`config.mk`:
```
export PLATFORM = sky130hd
export DESIGN_NAME = dgch_div
export DESIGN_NICKNAME = d
export VERILOG_FILES = /design/src/design/dgch_pkg.sv /design/src/design/dgch_div.sv
export SDC_FILE = /design/constraint.sdc
export NUM_CORES = 1
export LEC_CHECK = 0
export CORE_MARGIN = 2
export CORE_UTILIZATION = 35
export CTS_CLUSTER_DIAMETER = 200
export CTS_CLUSTER_SIZE = 28
export DETAILED_ROUTE_END_ITERATION = 10
export DONT_BUFFER_PORTS = 1
export GPL_TIMING_DRIVEN = 0
export HOLD_SLACK_MARGIN = 0.08
export PLACE_DENSITY = 0.53
export SLEW_MARGIN = 30
export SYNTH_ARGS = -nofsm -noshare
export SYNTH_HDL_FRONTEND = slang
export SYNTH_SLANG_ARGS = --single-unit
export TNS_END_PERCENT = 100
```
`constraint.sdc`:
```
create_clock -name clk_i -period 2.3 [get_ports clk_i]
set_clock_uncertainty 0.2 [all_clocks]
set_input_delay 0.345 -clock clk_i [delete_from_list [all_inputs] [get_ports clk_i]]
set_output_delay 0.345 -clock clk_i [all_outputs]
set_load 0.01 [all_outputs]
```
`src/design/dgch_pkg.sv`:
```
// Package for the detection grid class histogram unit.
// Holds field widths, parameter defaults, opcode/status/register codes and stream layout.
// No dependencies.
`default_nettype none

package dgch_pkg;

  // Parameter defaults
  localparam int DEF_MAP_HEIGHT_PX = 4800;
  localparam int DEF_MAP_WIDTH_PX  = 4800;
  localparam int DEF_GRID_ROWS_MAX = 64;
  localparam int DEF_GRID_COLS_MAX = 64;
  localparam int DEF_CLASS_COUNT   = 60;
  localparam int DEF_COUNT_BITS    = 16;

  // Field widths
  localparam int COORD_BITS  = 13;
  localparam int CLASS_BITS  = 6;
  localparam int CELL_BITS   = 6;
  localparam int COUNT_OUT_W = 16;
  localparam int CFG_BITS    = 13;
  localparam int CFG_IDX_W   = 1;

  // Register reset values
  localparam logic [CFG_BITS-1:0] CELL_SIZE_RST = CFG_BITS'(75);

  // Stream layout
  localparam int IN_TDATA_W  = 72;
  localparam int OUT_TDATA_W = 32;

  // Input tdata offsets
  localparam int FCA_LSB = 0;
  localparam int SCA_LSB = FCA_LSB + COORD_BITS;
  localparam int FCB_LSB = SCA_LSB + COORD_BITS;
  localparam int SCB_LSB = FCB_LSB + COORD_BITS;
  localparam int CLS_LSB = SCB_LSB + COORD_BITS;
  localparam int RRW_LSB = CLS_LSB + CLASS_BITS;
  localparam int RCL_LSB = RRW_LSB + CELL_BITS;
  localparam int IN_USED = RCL_LSB + CELL_BITS;

  // Output tdata offsets
  localparam int ROW_LSB  = 0;
  localparam int COL_LSB  = ROW_LSB + CELL_BITS;
  localparam int CNT_LSB  = COL_LSB + CELL_BITS;
  localparam int OUT_USED = CNT_LSB + COUNT_OUT_W;

  typedef enum logic {
    OP_ACCUM = 1'b0,
    OP_READ  = 1'b1
  } dgch_op_e;

  typedef enum logic {
    STAT_OK        = 1'b0,
    STAT_BAD_CLASS = 1'b1
  } dgch_status_e;

  localparam logic [CFG_IDX_W-1:0] CFG_CELL_HEIGHT = 1'b0;
  localparam logic [CFG_IDX_W-1:0] CFG_CELL_WIDTH  = 1'b1;

endpackage

`default_nettype wire

```
`src/design/dgch_div.sv`:
```
// Restoring divider, one quotient bit per cycle.
// Depends on dgch_pkg.
`default_nettype none

module dgch_div
  import dgch_pkg::*;
(
  input  wire logic                  clk_i,
  input  wire logic                  rst_ni,
  input  wire logic                  start_i,
  input  wire logic [COORD_BITS-1:0] dividend_i,
  input  wire logic [COORD_BITS-1:0] divisor_i,   // never zero
  output logic                       done_o,      // one-cycle pulse
  output logic      [COORD_BITS-1:0] quotient_o   // holds until next start
);

  localparam int CNT_W = $clog2(COORD_BITS);

  logic                  busy_q, busy_d;
  logic                  done_q, done_d;
  logic [CNT_W-1:0]      cnt_q, cnt_d;
  logic [COORD_BITS-1:0] rem_q, rem_d;
  logic [COORD_BITS-1:0] quo_q, quo_d;
  logic [COORD_BITS-1:0] dvs_q, dvs_d;
  logic [COORD_BITS:0]   rem_sh;
  logic [COORD_BITS:0]   diff;

  always_comb begin
    busy_d = busy_q;
    done_d = 1'b0;
    cnt_d  = cnt_q;
    rem_d  = rem_q;
    quo_d  = quo_q;
    dvs_d  = dvs_q;
    rem_sh = {rem_q, quo_q[COORD_BITS-1]};
    diff   = rem_sh - {1'b0, dvs_q};
    if (start_i) begin
      busy_d = 1'b1;
      cnt_d  = '0;
      rem_d  = '0;
      quo_d  = dividend_i;
      dvs_d  = divisor_i;
    end else if (busy_q) begin
      // remainder stays below the divisor, so the top bit is dropped safely
      if (!diff[COORD_BITS]) begin
        rem_d = diff[COORD_BITS-1:0];
        quo_d = {quo_q[COORD_BITS-2:0], 1'b1};
      end else begin
        rem_d = rem_sh[COORD_BITS-1:0];
        quo_d = {quo_q[COORD_BITS-2:0], 1'b0};
      end
      cnt_d = cnt_q + CNT_W'(1);
      if (cnt_q == CNT_W'(COORD_BITS - 1)) begin
        busy_d = 1'b0;
        done_d = 1'b1;
      end
    end
  end

  always_ff @(posedge clk_i or negedge rst_ni) begin
    if (!rst_ni) begin
      busy_q <= 1'b0;
      done_q <= 1'b0;
      cnt_q  <= '0;
    end else begin
      busy_q <= busy_d;
      done_q <= done_d;
      cnt_q  <= cnt_d;
    end
  end

  always_ff @(posedge clk_i) begin
    rem_q <= rem_d;
    quo_q <= quo_d;
    dvs_q <= dvs_d;
  end

  assign done_o     = done_q;
  assign quotient_o = quo_q;

endmodule

`default_nettype wire

```
After elaboration in Yosys (flattened, before gate mapping)
Cells that the tools add are included.
Word-level totals
  flip-flop bits (word level): 45
  input bits: 29
  output and inout bits: 14
  logic and storage cells: 22
Operators by class
  $add $sub $neg: 2
  eq/ne operators: 1
  multiplexer cells: 12
  reductions and logical operators: 1
Operators with widths (number)
  2-to-1 mux 13 bit: 3
  subtractor 14 x 13 -> 14 bit: 1
  2-to-1 mux 4 bit: 2
  2-to-1 mux 1 bit: 7
  adder 4 x 1 -> 4 bit, second input constant: 1
  == test 4 bit, second input constant: 1
  nonzero test 2 bit: 1

Longest topological paths before layout
  depth after elaboration: 4
  depth in mapped cells: 11
  gate-level depth less buffers: 10

Least setup slack after synthesis
Ideal clock, no wire load.
  path kind: reg-to-reg
  start point: register dvs_q[8]
  end point: register quo_q[0], in the netlist quotient_o[0] (data pin)
  setup time: 0.260 ns
  arrival: 2.033 ns
  data required time: 1.840 ns
  slack: -0.193 ns
  stages on the path, launching flop included: 11
  buffers on the path: 2
  period minus slack after synthesis: 2.493 ns
  cell sequence: edfxtp_1 -> inv_1 -> ha_1 -> buf_6 -> a21oi_4 -> nor2_1 -> a211o_1 -> a31oi_4 -> xnor2_2 -> buf_6 -> mux2_2
On the way
  longest elaborated chain between the ends: 4
Ends and longest elaborated chain
  start: declaration: RTL line dgch_div.sv:24  | logic [COORD_BITS-1:0] dvs_q, dvs_d;
  start signal: assignment: RTL line dgch_div.sv:75  | dvs_q <= dvs_d;
  subtractor 14 x 13 -> 14 bit: RTL line dgch_div.sv:36  | diff = rem_sh - {1'b0, dvs_q};
  2-to-1 mux 1 bit: RTL line dgch_div.sv:45  | if (!diff[COORD_BITS]) begin
  2-to-1 mux 13 bit: RTL line dgch_div.sv:43  | end else if (busy_q) begin
  2-to-1 mux 13 bit: RTL line dgch_div.sv:37  | if (start_i) begin
  named net quo_d[0]: RTL line dgch_div.sv:23  | logic [COORD_BITS-1:0] quo_q, quo_d;
  end signal: assignment: RTL line dgch_div.sv:74  | quo_q <= quo_d;
  end: declaration: RTL line dgch_div.sv:23
The timed path passes the listed nets, and every way through them passes these cells. The select of a mux whose other input is x is not followed.
A chain may end at the register's enable or synchronous reset.

Final worst setup path
  start point: register rem_q[9]
  end point: register quo_q[0], in the netlist quotient_o[0] (data pin)
On the way
  longest elaborated chain between the ends: 4
Ends and longest elaborated chain
  start: declaration: RTL line dgch_div.sv:22  | logic [COORD_BITS-1:0] rem_q, rem_d;
  start signal: assignment: RTL line dgch_div.sv:73  | rem_q <= rem_d;
  subtractor 14 x 13 -> 14 bit: RTL line dgch_div.sv:36
  2-to-1 mux 1 bit: RTL line dgch_div.sv:45
  2-to-1 mux 13 bit: RTL line dgch_div.sv:43
  2-to-1 mux 13 bit: RTL line dgch_div.sv:37
  named net quo_d[0]: RTL line dgch_div.sv:23
The timed path passes the listed nets, and every way through them passes these cells. The select of a mux whose other input is x is not followed.

==> metrics.cfg <==
[placed_design]
hpwl_um = 3720
port_buffers = 0
finalWeightedCongestion = 0.836

[setup_path]
arrival_ns = 2.35
crit_type = reg2reg
critPathMaxFanout = 5
cp_data_required_time_ns = 2.16
end_kind = flop
start_kind = flop

[drt]
drtIter0Drc = 51
via_per_inst = 4.96
antenna_left = 0
drt_pass1_iterations = 4
detail_route.wl_per_cell_um = 15.2
drc_errors = 0
drt_wl_total_um = 5660
vias = 1844

[grt]
grt_pass1_vias = 1943
grt_max_degree = 16
gr-total-overflow = 0
grt_use_total_pct = 15.8
grt_pass1_wl_um = 9440
antenna_found_initial = 0

[outcome]
outcome = finished, violations left
violations = setup timing

[cts]
clk_pin_slew_worst_paths_ns = 0.09
ctsRootBufferMaster = clkbuf_8
clock_sinks = 45
cts_made_buffers = 5
worstSkewPairLatency_ns = 0.31
cts_max_path_buffers = 2
htreeDepth = 2
cts_tree = done

[yosys]
syn_area_um2 = 2520
ys_warn_count = 0
yosys-top-cells-count = edfxtp_1, nor2_1, inv_1
async_reset_ff_share_pct = 13.3
synth-edff-count = 26
ys_ff_latch = 45
seq_area_frac_synth_pct = 47.3
dominantRegCellSynth = edfxtp_1
synth_area_leaders = edfxtp_1, dfxtp_1, ha_1, dfrtp_1, mux2_2
netlist-cell-type-count = 50
netlist_instances = 228
synth_top_area_cell = edfxtp_1
synthesis.nets = 273
yosys.area.top_type_share_pct = 31.0
avgSynthCellArea_um2 = 11.1
yosysMostFrequentCell = edfxtp_1

[die]
die_y_um = 88.9
io_pins = 43
coreArea_um2 = 6870
row_count = 30
dieArea_um2 = 7890
die-width_um = 88.9
start_util_pct = 36.7

[power_and_ir_drop]
peakVddDrop_mv = 0.417
p_per_area_nw_per_um2 = 1090
power.leakage_nw = 1.32

[timing]
hold_viol = 0
finalSetupViolations = 14
fin_crit_ns = 2.49
setup-tns-final_ns = -2.10
final.setup.worst_slack_ns = -0.186
slew_headroom_pct = 50.5
fmax_mhz = 402
rsz0062_at_grt = true
drv_slew = 0
post-route-period-util_pct = 108
worstMarginPinSlew_ns = 0.741

[cells_and_area]
fin_nets = 320
drive_gt1_share_pct = 24.3
fin_util_pct = 48.5
n_antenna_cell = 0
syn_to_final_growth_pct = 32.3

[job]
drv_cap = 0

[hold_path]
hold_class = in2async

-- final timing paths --
| check | slack, ns | end | cells past startpoint | from |
|---|---|---|---|---|
| max reg2reg | -0.19 | quotient_o[0]$_DFFE_PP_ | 8 | rem_q[9]$_SDFFE_PP0P_ |
| min in group clk_i | 0.31 | rem_q[3]$_SDFFE_PP0P_ | 2 | rem_q[3]$_SDFFE_PP0P_ |
| min | 0.14 | done_o$_DFF_PN0_ | 1 | rst_ni |
| max | -0.19 | quotient_o[0]$_DFFE_PP_ | 8 | rem_q[9]$_SDFFE_PP0P_ |
| max in group asynchronous | 1.55 | busy_q$_DFF_PN0_ | 1 | rst_ni |
| min reg2reg | 0.31 | rem_q[3]$_SDFFE_PP0P_ | 2 | rem_q[3]$_SDFFE_PP0P_ |
-- state kept, by name, indices dropped and copies added, names as in the netlist --
signal and cells:
busy_q 1, cnt_q 4, done_o 1, dvs_q 13, quotient_o 13, rem_q 13
-- repair_timing --
action | in CTS | in global routing
hold buffers | 28 | 0
setup endpoints to repair | 14 | 14
buffers inserted | 9 | 3
pin swaps | 13 | 8
gates resized for setup | 10 | 18
endpoints found under the hold margin | 45 | 0
cloned | 1 | 0
-- worst max-delay path, stage by stage (launching register included) --
cell and delay [ns]:
dfxtp_1 0.43, ha_4 0.25, a21oi_4 0.13, o21bai_1 0.08, a211o_1 0.33, a31oi_4 0.23
xnor2_4 0.16, buf_6 0.16, mux2_2 0.25
-- cell usage in the layout (no fill, tap or decap), types with 3 or more instances in the layout --
cell type / synthesis / layout
buf_4: 0 / 11
a211oi_2: 1 / 3
nand2b_1: 3 / 3
clkbuf_1: 5 / 6
a211oi_1: 6 / 4
mux2_2: 13 / 13
xnor2_1: 7 / 7
dfxtp_1: 13 / 12
nor2_1: 23 / 22
o21ai_1: 0 / 4
o21ai_0: 11 / 6
mux2i_2: 0 / 3
inv_2: 0 / 3
edfxtp_1: 26 / 26
clkbuf_8: 0 / 5
nand2_1: 9 / 9
inv_1: 21 / 18
ha_1: 15 / 8
xor2_1: 4 / 4
or3_1: 4 / 3
dfrtp_1: 6 / 6
mux2i_1: 11 / 8
dlygate4sd3_1: 0 / 28
ha_4: 0 / 7
or4_1: 3 / 3
-- cell families (layout without fill, tap and decap cells) --
family	count (synthesis)	count (layout)	share of synthesized area (%)
buffers and inverters	29	77	4.92
adders and majority gates	16	16	8.24
AOI/OAI and AO/OA	42	42	12.8
DFF	45	45	47.3
and+or+nand+nor	59	59	11.6
muxes	25	25	10.8
xor gates and xnor gates	12	12	4.47
-- area by class of cell --
type                    count  area, µm²
multi-input cells         154       1410
clock buffers               6       72.6
fillers                   639       3530
plain buffers               7       33.8
inverters                  21       78.8
well taps                  96        120
clock inverters             2       35.0
flip-flops and latches     45       1190
repair buffers             41        394
-- layer usage --
layer  track usage, %  part of all wire, %  vias up
met4             5.79                  2.1        0
met3             3.92                  5.3       10
li1                 -                    -      921
met2             26.1                   47       46
met5                0                    0        -
met1             20.0                   45      867
-- where the power goes --
part / total, mW / leakage [nW] / internal (mW) / switching (mW)
clock network: 0.618 / 0.0552 / 0.323 / 0.295
logic: 1.84 / 0.818 / 0.988 / 0.856
registers: 1.18 / 0.449 / 1.02 / 0.165
total: 3.65 / 1.32 / 2.33 / 1.32
-- metrics by stage --
step           instance area (µm²)  power (mW)  hold slack, ns  worst slack [ns]  cells
2_1_floorplan                 2570        2.29          -0.151            -0.166    228
3_3_place_gp                  2700        2.52          -0.150            -0.410    324
3_5_place_dp                  2700        2.54          -0.150            -0.422    324
4_1_cts                       3210        3.45           0.151            -0.211    370
5_1_grt                       3330        3.88           0.156            -0.323    372
6_report                      3330        3.65           0.141            -0.186    372
(Power assumes the default switching activity.)
